`src/rtl/core/led_fade_envelope_sequencer_core_defines.svh`:
```
// assertion macros for the fade sequencer core
`ifndef LED_FADE_ENVELOPE_SEQUENCER_CORE_DEFINES_SVH
`define LED_FADE_ENVELOPE_SEQUENCER_CORE_DEFINES_SVH

`ifndef SYNTH

// checked only outside reset
`define LFES_ASSERT_CLK(lbl, prop) \
    lbl: assert property (@(posedge clk) disable iff (!rst_n) prop) \
        else $error("lfes assertion failed");

// checked at every edge, reset included
`define LFES_ASSERT_ALWAYS(lbl, prop) \
    lbl: assert property (@(posedge clk) prop) \
        else $error("lfes assertion failed");

`else

`define LFES_ASSERT_CLK(lbl, prop)
`define LFES_ASSERT_ALWAYS(lbl, prop)

`endif

`endif

```
`src/rtl/core/lfes_pkg.sv`:
```
package lfes_pkg;

    localparam int NUM_CHANNELS = 3;
    localparam int OUT_FIELDS   = 3;

    localparam int TIME_W  = 16;
    localparam int LEVEL_W = 8;
    localparam int PHASE_W = 3;
    localparam int IDX_W   = 2;
    localparam int CFG_IDX_W  = 3;
    localparam int CFG_DATA_W = 16;

    // request kinds
    localparam logic REQ_TICK  = 1'b0;
    localparam logic REQ_START = 1'b1;

    // channel phases
    localparam logic [PHASE_W-1:0] PH_IDLE = 3'd0;
    localparam logic [PHASE_W-1:0] PH_UP   = 3'd1;
    localparam logic [PHASE_W-1:0] PH_HIGH = 3'd2;
    localparam logic [PHASE_W-1:0] PH_DOWN = 3'd3;
    localparam logic [PHASE_W-1:0] PH_LOW  = 3'd4;

    // register indexes
    localparam logic [CFG_IDX_W-1:0] REG_UP_STEP    = 3'd0;
    localparam logic [CFG_IDX_W-1:0] REG_UP_TOTAL   = 3'd1;
    localparam logic [CFG_IDX_W-1:0] REG_HIGH_HOLD  = 3'd2;
    localparam logic [CFG_IDX_W-1:0] REG_DOWN_STEP  = 3'd3;
    localparam logic [CFG_IDX_W-1:0] REG_DOWN_TOTAL = 3'd4;
    localparam logic [CFG_IDX_W-1:0] REG_LOW_HOLD   = 3'd5;
    localparam logic [CFG_IDX_W-1:0] REG_MAX_LEVEL  = 3'd6;
    localparam logic [CFG_IDX_W-1:0] REG_MIN_LEVEL  = 3'd7;

    typedef struct packed {
        logic [TIME_W-1:0]  up_step;
        logic [TIME_W-1:0]  up_total;
        logic [TIME_W-1:0]  high_hold;
        logic [TIME_W-1:0]  down_step;
        logic [TIME_W-1:0]  down_total;
        logic [TIME_W-1:0]  low_hold;
        logic [LEVEL_W-1:0] max_level;
        logic [LEVEL_W-1:0] min_level;
    } cfg_t;

    typedef struct packed {
        logic tick;
        logic start;
    } chan_cmd_t;

    typedef struct packed {
        logic               active;
        logic [LEVEL_W-1:0] duty_next;
        logic [PHASE_W-1:0] phase_next;
    } chan_view_t;

endpackage

```
`src/rtl/core/lfes_if.sv`:
```
interface lfes_req_if
    import lfes_pkg::*;
();
    logic             valid;
    logic             ready;
    logic             req_type;
    logic [IDX_W-1:0] led_index;

    modport source (output valid, req_type, led_index, input ready);
    modport sink (input valid, req_type, led_index, output ready);
endinterface

interface lfes_res_if
    import lfes_pkg::*;
();
    logic               valid;
    logic               ready;
    logic [LEVEL_W-1:0] duty_zero;
    logic [LEVEL_W-1:0] duty_one;
    logic [LEVEL_W-1:0] duty_two;
    logic [PHASE_W-1:0] phase_zero;
    logic [PHASE_W-1:0] phase_one;
    logic [PHASE_W-1:0] phase_two;
    logic               busy_start;

    modport source (
        output valid, duty_zero, duty_one, duty_two,
               phase_zero, phase_one, phase_two, busy_start,
        input  ready
    );
    modport sink (
        input  valid, duty_zero, duty_one, duty_two,
               phase_zero, phase_one, phase_two, busy_start,
        output ready
    );
endinterface

```
`src/rtl/core/lfes_chan.sv`:
```
module lfes_chan
    import lfes_pkg::*;
(
    input  logic       clk,
    input  logic       rst_n,
    input  cfg_t       cfg,
    input  chan_cmd_t  cmd,
    output chan_view_t view
);

    logic [PHASE_W-1:0] phase_reg, phase_next;
    logic [LEVEL_W-1:0] level_reg, level_next;
    logic [LEVEL_W-1:0] duty_reg, duty_next;
    logic [TIME_W-1:0]  step_left_reg, step_left_next;
    logic [TIME_W-1:0]  phase_left_reg, phase_left_next;

    logic [TIME_W-1:0]  step_dec;
    logic [TIME_W-1:0]  phase_dec;
    logic               step_done;
    logic               phase_done;
    logic [LEVEL_W-1:0] level_inc;
    logic [LEVEL_W-1:0] level_dec;

    // countdowns hold at zero and expire when they reach zero
    assign step_dec   = (step_left_reg == '0) ? '0 : step_left_reg - TIME_W'(1);
    assign phase_dec  = (phase_left_reg == '0) ? '0 : phase_left_reg - TIME_W'(1);
    assign step_done  = (step_dec == '0);
    assign phase_done = (phase_dec == '0);

    // saturating level moves
    assign level_inc = (level_reg == '1) ? level_reg : level_reg + LEVEL_W'(1);
    assign level_dec = (level_reg == '0) ? level_reg : level_reg - LEVEL_W'(1);

    always_comb
    begin
        phase_next      = phase_reg;
        level_next      = level_reg;
        duty_next       = duty_reg;
        step_left_next  = step_left_reg;
        phase_left_next = phase_left_reg;
        if (cmd.start)
        begin
            phase_next      = PH_UP;
            level_next      = cfg.min_level;
            duty_next       = cfg.min_level;
            step_left_next  = cfg.up_step;
            phase_left_next = cfg.up_total;
        end
        else if (cmd.tick)
        begin
            unique case (phase_reg)
                PH_UP:
                begin
                    step_left_next = step_dec;
                    if (step_done)
                    begin
                        step_left_next = cfg.up_step;
                        duty_next      = level_reg;
                        level_next     = level_inc;
                    end
                    phase_left_next = phase_dec;
                    if (phase_done)
                    begin
                        phase_next      = PH_HIGH;
                        phase_left_next = cfg.high_hold;
                        level_next      = cfg.max_level;
                        duty_next       = cfg.max_level;
                    end
                end
                PH_HIGH:
                begin
                    phase_left_next = phase_dec;
                    if (phase_done)
                    begin
                        phase_next      = PH_DOWN;
                        duty_next       = level_reg;
                        level_next      = level_dec;
                        step_left_next  = cfg.down_step;
                        phase_left_next = cfg.down_total;
                    end
                end
                PH_DOWN:
                begin
                    step_left_next = step_dec;
                    if (step_done)
                    begin
                        step_left_next = cfg.down_step;
                        duty_next      = level_reg;
                        level_next     = level_dec;
                    end
                    phase_left_next = phase_dec;
                    if (phase_done)
                    begin
                        phase_next      = PH_LOW;
                        level_next      = cfg.min_level;
                        duty_next       = cfg.min_level;
                        phase_left_next = cfg.low_hold;
                    end
                end
                PH_LOW:
                begin
                    phase_left_next = phase_dec;
                    if (phase_done)
                    begin
                        phase_next = PH_IDLE;
                    end
                end
                default:
                begin
                end
            endcase
        end
    end

    always_ff @(posedge clk or negedge rst_n)
    begin
        if (!rst_n)
        begin
            phase_reg      <= PH_IDLE;
            level_reg      <= '0;
            duty_reg       <= '0;
            step_left_reg  <= '0;
            phase_left_reg <= '0;
        end
        else
        begin
            phase_reg      <= phase_next;
            level_reg      <= level_next;
            duty_reg       <= duty_next;
            step_left_reg  <= step_left_next;
            phase_left_reg <= phase_left_next;
        end
    end

    assign view.active     = (phase_reg != PH_IDLE);
    assign view.duty_next  = duty_next;
    assign view.phase_next = phase_next;

endmodule

```
`src/rtl/core/led_fade_envelope_sequencer_core.sv`:
```
// channel  dir  beat contents
// req      in   req_type, led_index
// res      out  duty_zero..two, phase_zero..two, busy_start
// cfg      in   cfg_we, cfg_index, cfg_data (write only)
//
// one beat per cycle while res is ready; req goes via input then result register
// ticks advance all channels in parallel, between input and result registers
// reset sets every channel idle at level zero and loads the register defaults
// a stalled res holds its beat while one more req beat waits in the input register
module led_fade_envelope_sequencer_core
    import lfes_pkg::*;
(
    input  logic                  clk,
    input  logic                  rst_n,
    lfes_req_if.sink              req,
    lfes_res_if.source            res,
    input  logic                  cfg_we,
    input  logic [CFG_IDX_W-1:0]  cfg_index,
    input  logic [CFG_DATA_W-1:0] cfg_data
);

`include "led_fade_envelope_sequencer_core_defines.svh"

    cfg_t cfg_reg, cfg_next;

    logic             in_vld_reg, in_vld_next;
    logic             in_type_reg;
    logic [IDX_W-1:0] in_idx_reg;

    logic               out_vld_reg, out_vld_next;
    logic [LEVEL_W-1:0] out_duty_reg  [OUT_FIELDS];
    logic [PHASE_W-1:0] out_phase_reg [OUT_FIELDS];
    logic               out_busy_reg;

    logic       req_take;
    logic       move;
    chan_cmd_t  cmd  [NUM_CHANNELS];
    chan_view_t view [NUM_CHANNELS];
    logic [NUM_CHANNELS-1:0] busy_vec;

    // register writes
    always_comb
    begin
        cfg_next = cfg_reg;
        if (cfg_we)
        begin
            unique case (cfg_index)
                REG_UP_STEP:    cfg_next.up_step    = cfg_data;
                REG_UP_TOTAL:   cfg_next.up_total   = cfg_data;
                REG_HIGH_HOLD:  cfg_next.high_hold  = cfg_data;
                REG_DOWN_STEP:  cfg_next.down_step  = cfg_data;
                REG_DOWN_TOTAL: cfg_next.down_total = cfg_data;
                REG_LOW_HOLD:   cfg_next.low_hold   = cfg_data;
                REG_MAX_LEVEL:  cfg_next.max_level  = cfg_data[LEVEL_W-1:0];
                REG_MIN_LEVEL:  cfg_next.min_level  = cfg_data[LEVEL_W-1:0];
                default:        cfg_next = cfg_reg;
            endcase
        end
    end

    always_ff @(posedge clk or negedge rst_n)
    begin
        if (!rst_n)
        begin
            cfg_reg.up_step    <= TIME_W'(5);
            cfg_reg.up_total   <= TIME_W'(500);
            cfg_reg.high_hold  <= TIME_W'(500);
            cfg_reg.down_step  <= TIME_W'(5);
            cfg_reg.down_total <= TIME_W'(500);
            cfg_reg.low_hold   <= TIME_W'(0);
            cfg_reg.max_level  <= LEVEL_W'(100);
            cfg_reg.min_level  <= LEVEL_W'(0);
        end
        else
        begin
            cfg_reg <= cfg_next;
        end
    end

    // handshake
    assign move      = in_vld_reg && (!out_vld_reg || res.ready);
    assign req.ready = !in_vld_reg || move;
    assign req_take  = req.valid && req.ready;

    assign in_vld_next  = req_take ? 1'b1 : (move ? 1'b0 : in_vld_reg);
    assign out_vld_next = move ? 1'b1 : (res.ready ? 1'b0 : out_vld_reg);

    always_ff @(posedge clk or negedge rst_n)
    begin
        if (!rst_n)
        begin
            in_vld_reg  <= 1'b0;
            out_vld_reg <= 1'b0;
        end
        else
        begin
            in_vld_reg  <= in_vld_next;
            out_vld_reg <= out_vld_next;
        end
    end

    always_ff @(posedge clk)
    begin
        if (req_take)
        begin
            in_type_reg <= req.req_type;
            in_idx_reg  <= req.led_index;
        end
    end

    // channels
    for (genvar g = 0; g < NUM_CHANNELS; g++)
    begin : g_chan
        assign cmd[g].tick  = move && (in_type_reg == REQ_TICK);
        assign cmd[g].start = move && (in_type_reg == REQ_START) && (int'(in_idx_reg) == g);
        assign busy_vec[g]  = cmd[g].start && view[g].active;

        lfes_chan u_chan (
            .clk   (clk),
            .rst_n (rst_n),
            .cfg   (cfg_reg),
            .cmd   (cmd[g]),
            .view  (view[g])
        );
    end

    // result register, missing channels read zero
    for (genvar f = 0; f < OUT_FIELDS; f++)
    begin : g_out
        if (f < NUM_CHANNELS)
        begin : g_live
            always_ff @(posedge clk)
            begin
                if (move)
                begin
                    out_duty_reg[f]  <= view[f].duty_next;
                    out_phase_reg[f] <= view[f].phase_next;
                end
            end
        end
        else
        begin : g_none
            always_ff @(posedge clk)
            begin
                if (move)
                begin
                    out_duty_reg[f]  <= '0;
                    out_phase_reg[f] <= PH_IDLE;
                end
            end
        end
    end

    always_ff @(posedge clk)
    begin
        if (move)
        begin
            out_busy_reg <= |busy_vec;
        end
    end

    assign res.valid      = out_vld_reg;
    assign res.duty_zero  = out_duty_reg[0];
    assign res.duty_one   = out_duty_reg[1];
    assign res.duty_two   = out_duty_reg[2];
    assign res.phase_zero = out_phase_reg[0];
    assign res.phase_one  = out_phase_reg[1];
    assign res.phase_two  = out_phase_reg[2];
    assign res.busy_start = out_busy_reg;

    // a beat leaving the input register always lands in the result register
    `LFES_ASSERT_CLK(a_move_lands, move |=> out_vld_reg)
    // input side only stalls while a beat is parked
    `LFES_ASSERT_ALWAYS(a_stall_parked, !req.ready |-> in_vld_reg)
    // a tick never reports a busy start
    `LFES_ASSERT_CLK(a_tick_not_busy, (move && (in_type_reg == REQ_TICK)) |=> !out_busy_reg)

endmodule
```
`src/flat_wrapper.sv`:
```
// flat-port wrapper written by rule: the top's interface ports become plain ports
module led_fade_envelope_sequencer_core_flat import lfes_pkg::*;
  (clk, rst_n, cfg_we, cfg_index, cfg_data, req_valid, req_req_type, req_led_index, req_ready, res_valid, res_duty_zero, res_duty_one, res_duty_two, res_phase_zero, res_phase_one, res_phase_two, res_busy_start, res_ready);
  lfes_req_if req_i ();
  lfes_res_if res_i ();
  input  logic clk;
  input  logic rst_n;
  input  logic cfg_we;
  input  logic [CFG_IDX_W-1:0] cfg_index;
  input  logic [CFG_DATA_W-1:0] cfg_data;
  input wire logic [$bits(req_i.valid)-1:0] req_valid;
  input wire logic [$bits(req_i.req_type)-1:0] req_req_type;
  input wire logic [$bits(req_i.led_index)-1:0] req_led_index;
  output wire logic [$bits(req_i.ready)-1:0] req_ready;
  output wire logic [$bits(res_i.valid)-1:0] res_valid;
  output wire logic [$bits(res_i.duty_zero)-1:0] res_duty_zero;
  output wire logic [$bits(res_i.duty_one)-1:0] res_duty_one;
  output wire logic [$bits(res_i.duty_two)-1:0] res_duty_two;
  output wire logic [$bits(res_i.phase_zero)-1:0] res_phase_zero;
  output wire logic [$bits(res_i.phase_one)-1:0] res_phase_one;
  output wire logic [$bits(res_i.phase_two)-1:0] res_phase_two;
  output wire logic [$bits(res_i.busy_start)-1:0] res_busy_start;
  input wire logic [$bits(res_i.ready)-1:0] res_ready;
  assign req_i.valid = req_valid;
  assign req_i.req_type = req_req_type;
  assign req_i.led_index = req_led_index;
  assign req_ready = req_i.ready;
  assign res_valid = res_i.valid;
  assign res_duty_zero = res_i.duty_zero;
  assign res_duty_one = res_i.duty_one;
  assign res_duty_two = res_i.duty_two;
  assign res_phase_zero = res_i.phase_zero;
  assign res_phase_one = res_i.phase_one;
  assign res_phase_two = res_i.phase_two;
  assign res_busy_start = res_i.busy_start;
  assign res_i.ready = res_ready;
  led_fade_envelope_sequencer_core u_core (.clk(clk), .rst_n(rst_n), .req(req_i), .res(res_i), .cfg_we(cfg_we), .cfg_index(cfg_index), .cfg_data(cfg_data));
endmodule
```
`config.mk`:
```
export PLATFORM = sky130hd
export DESIGN_NAME = led_fade_envelope_sequencer_core_flat
export DESIGN_NICKNAME = d
export VERILOG_FILES = /design/src/rtl/core/lfes_pkg.sv /design/src/rtl/core/lfes_if.sv /design/src/rtl/core/lfes_chan.sv /design/src/rtl/core/led_fade_envelope_sequencer_core.sv /design/src/flat_wrapper.sv
export VERILOG_INCLUDE_DIRS = /design/src /design/src/rtl/core
export SDC_FILE = /design/constraint.sdc
export NUM_CORES = 1
export LEC_CHECK = 0
export ABC_AREA = 1
export BUFFER_PORTS_ARGS = -buffer_cell sky130_fd_sc_hd__buf_2
export CAP_MARGIN = 0
export CORE_MARGIN = 4
export CORE_UTILIZATION = 50
export CTS_BUF_LIST = sky130_fd_sc_hd__clkbuf_16
export CTS_CLUSTER_SIZE = 16
export DETAILED_ROUTE_END_ITERATION = 16
export GPL_TIMING_DRIVEN = 0
export PLACE_DENSITY = 0.69
export SETUP_SLACK_MARGIN = 0.05
export SLEW_MARGIN = 10
export SYNTH_ARGS = -nofsm -noshare
export SYNTH_HDL_FRONTEND = slang
export SYNTH_HIERARCHICAL = 1
export SYNTH_SLANG_ARGS = --single-unit
```
`constraint.sdc`:
```
create_clock -name clk -period 5.2 [get_ports clk]
set_clock_uncertainty 0.1 [all_clocks]
set_input_delay 1.04 -clock clk [delete_from_list [all_inputs] [get_ports clk]]
set_output_delay 1.04 -clock clk [all_outputs]
set_load 0.005 [all_outputs]
```
==> run summary <==
For this design the ratio of total power to cell area is around 560 nW/um^2. Setup repair after global routing left no endpoint under its margin. The flip-flop count of the largest register after layout came out at 112.

The hold violation total from the final report is 0. The family of cells with the greatest summed delay on the critical path is buffers and inverters. The worst hold slack came out at 0.366 ns. The total of fill cells in the finished design is 4812. The largest voltage drop on the vdd net came out at 0.331 mV.

The worst setup path is launched from an input port. Measured along the y axis, the die boundary spans around 230 um. After synthesis, the largest family of logic cells by area is simple AND/OR/NAND/NOR gates. STA puts the critical path data arrival time at 4.70 ns. The post-CTS setup buffer count is 0. The per-cell via count in the routed design is 5.61. The cell repeated most along the worst path is clkbuf_1. The run finished with clean final reports. The die width is 226 um.

The later-pin clock latency in the skew report came out at 0.57 ns. The maximum clock insertion buffer count came out at 3. The number of hold buffers added after CTS was 0. The tree built by TritonCTS fans out to 304 sinks. In this run the core area contains 79 standard-cell rows. For the pin with the worst max-slew slack, the measured transition is 1.17 ns. The final global-route overflow total is 0. For this run, the detailed router's first-pass iteration total came to 6. After detailed routing, the number of remaining DRC violations is 0. The mux share of post-synthesis cell area is 0%. The highest fanout seen on the critical path came out at 18.

The boundary pin count came out at 63. The tool flagged a number of max-cap violations equal to 0. The worst setup path is of the input port to flop kind. The routed layout has between 20000 and 30000 vias. The floorplan step defined a die boundary enclosing 51200 um^2. The clock edge transition at the registers on the reported setup and hold paths is 0.06 ns.

The initial antenna violation count was 1. The cell leakage power is approximately 14 nW. The remaining antenna violation count after routing came out at 0. The buffer type at the clock tree root is clkbuf_16. For this configuration, the core starts out at a cell density of between 50 and 60%.

The synthesized flop and latch total came out at 304. The buffers plus inverters on the worst setup path came out at 6. Relative to the synthesized area, the layout overhead comes to 9.70%. The number of slew-limit violations in the final report came to 0.

The ratio of final minimum period to clock period is 86.2%. The total of warnings raised by yosys came out at 6. Dividing the synthesized area by the synthesized cell count gives 6.37 um^2. The instance area at placement is approximately 25000 um^2. The synthesized net count came out at ~3800. Once layout is complete, the utilization of the core stands at 55.7%. The CTS tree is yes. Adding up every negative setup slack in the final design gives 0 ns. The final estimated routing congestion in global placement is 1.02. The gate count of the mapped netlist came out at about 3700. The relative max-transition margin came out at 21.6%. The largest net degree at the start of global routing is about 110. The average routed wire per standard cell is about 19 um. For this run, the top clock speed supported by timing is 0.223 GHz. The post-synthesis instance area is 23800 um^2. After synthesis, the cell types taking the most area are dfrtp_1 (25%), nand2_1 (19%), nand3_1 (7.2%), inv_1 (6.9%), o21ai_0 (6.1%). Buffers placed on the I/O ports in this run total between 60 and 70. The distinct cell type count after synthesis is 53. For this block, the initial DRC count from the detailed router was 2858. The worst setup path is captured at a flop.

The level count of the clock H-tree came out at 2. The internal reg-to-reg setup slack is 0.88 ns. The number of endpoints failing setup at the final stage is 0. The share of layout cells above drive strength 1 came out at 9.67%.

The area inside the core boundary came out at 46900 um^2. Summing the areas of all and, or, nand and nor instances in the mapped netlist gives 41.0% of the synthesized area. After clock tree synthesis, the repair step resized 0 gates.

The via count of the first global-routing pass is 22800. The worst-path cell with the longest stage delay is clkbuf_1. The total wire length after detailed routing came out at approximately 86000 um. The wire-length estimate of the detail-placed layout is about 65000 um. The clock buffer count from CTS is 37.

The signal on the critical path passes through buf_2, inv_1, a21oi_4, nand2_1, nor3_1, clkbuf_1, clkinv_1, buf_4, clkbuf_1, o211ai_1. 0 antenna diodes ended up in the layout. The area used by multi-input combinational logic came out at around 13000 um^2. The overall global routing resource usage came out at 33.0%. The sequential standard cell area is roughly 7800 um^2. Summing the areas of all compound-gate instances in the mapped netlist gives about an eighth of the synthesized area. The first global-routing pass estimated 132000 um of wire.

The maximum cell stage delay along the critical path is 0.70 ns. The area share of the largest cell type after synthesis is 25.4%. The final period demand of the worst path is 4.48 ns. For this run, the register share of the synthesized area comes to 32.9%. Once layout is done, the placed cells without fillers occupy around 26000 um^2.

The path class of the tightest hold or removal check is input port to async pin. The synthesized-area fraction occupied by adder cells is 1.10%. At the worst endpoint, the required time is 5.41 ns. The cell type with the largest total area after synthesis is dfrtp_1.

The final-stage net count is ~4000. The synthesized-area fraction occupied by xor and xnor cells is roughly 1.4%.
[layer usage]
metal,track usage [%],vias up,share of wire [%]
li1,-,12200,-
met1,46.8,11500,43
met2,49.2,1238,42
met3,7.31,188,11
met4,12.8,0,4.2
met5,0,-,0
[cell usage after synthesis, drive strengths merged]
library cell	number
nand4	90
dfrtp	242
and3	4
xor2	31
o22ai	1
nor2	415
and2	1
a22oi	8
o21bai	16
edfxtp	37
o211ai	35
a21o	2
dlygate4sd1	1
or2	10
nand3	379
nor3b	4
o21ai	387
clkbuf	81
o21a	1
dfstp	25
ha	21
a31oi	2
nand3b	1
nand2	1262
a22o	2
xnor2	7
o31ai	1
nor3	31
buf	70
inv	447
a21oi	110
clkinv	12
[stage by stage]
step	worst slack [ns]	power, W	std cells
3_3_place_gp	-2.54	0.0117	4405
6_report	0.718	0.0145	4475
2_1_floorplan	0.316	0.00967	3736
3_5_place_dp	0.226	0.0118	4408
4_1_cts	0.846	0.0144	4475
5_1_grt	0.549	0.0157	4475
[cell families (layout without fill, tap and decap cells)]
| family | Yosys count | in the layout |
|---|---|---|
| AO/OA/AOI/OAI | 565 | 565 |
| flip-flops | 304 | 304 |
| adder cells (fa/ha/maj) | 21 | 21 |
| AND/OR/NAND/NOR | 2197 | 2197 |
| buffers and inverters | 611 | 743 |
| XOR/XNOR | 38 | 38 |
[area by class of cell]
cell class	count	area share (%)
buffer	152	3.15
clock buffer	38	3.64
clock inverter	29	0.733
inverter	459	6.61
multi-input combinational	2821	51.5
sequential	304	30.0
tap	607	2.91
timing repair buffer	65	1.51
[cells in the final DEF, fill, tap and decap left out, drive strengths merged, types with 37 or more instances in the layout]
cell,netlist,layout
buf,70,135
a21oi,110,110
nand3,379,379
edfxtp,37,37
nand2,1262,1262
o21ai,387,387
dfrtp,242,242
inv,447,459
nand4,90,90
nor2,415,415
clkbuf,81,119
[report_power, final]
group / internal [W] / total (W) / switching [W]
sequential: 0.00326 / 0.00435 / 0.00109
clock: 0.00139 / 0.00248 / 0.00109
combinational: 0.00250 / 0.00768 / 0.00518
total: 0.00715 / 0.0145 / 0.00736
[final timing paths]
kind | to | depth (start not counted) | start
max in group asynchronous | u_core/g_chan[0].u_chan/step_left_reg[2]$_DFFE_PN0P_ | 3 | rst_n
hold / removal | u_core/g_chan[2].u_chan/phase_left_reg[7]$_DFFE_PN0P_ | 1 | rst_n
hold reg to reg | u_core/g_chan[1].u_chan/step_left_reg[1]$_DFFE_PN0P_ | 2 | u_core/g_chan[1].u_chan/step_left_reg[1]$_DFFE_PN0P_
setup reg to reg | u_core/out_phase_reg[0][3]$_DFFE_PN_ | 8 | u_core/res.valid$_DFFE_PN0P_
setup / recovery | u_core/out_phase_reg[0][3]$_DFFE_PN_ | 10 | res_ready
min in group clk | u_core/g_chan[1].u_chan/step_left_reg[1]$_DFFE_PN0P_ | 2 | u_core/g_chan[1].u_chan/step_left_reg[1]$_DFFE_PN0P_
(Power assumes the default switching activity.)
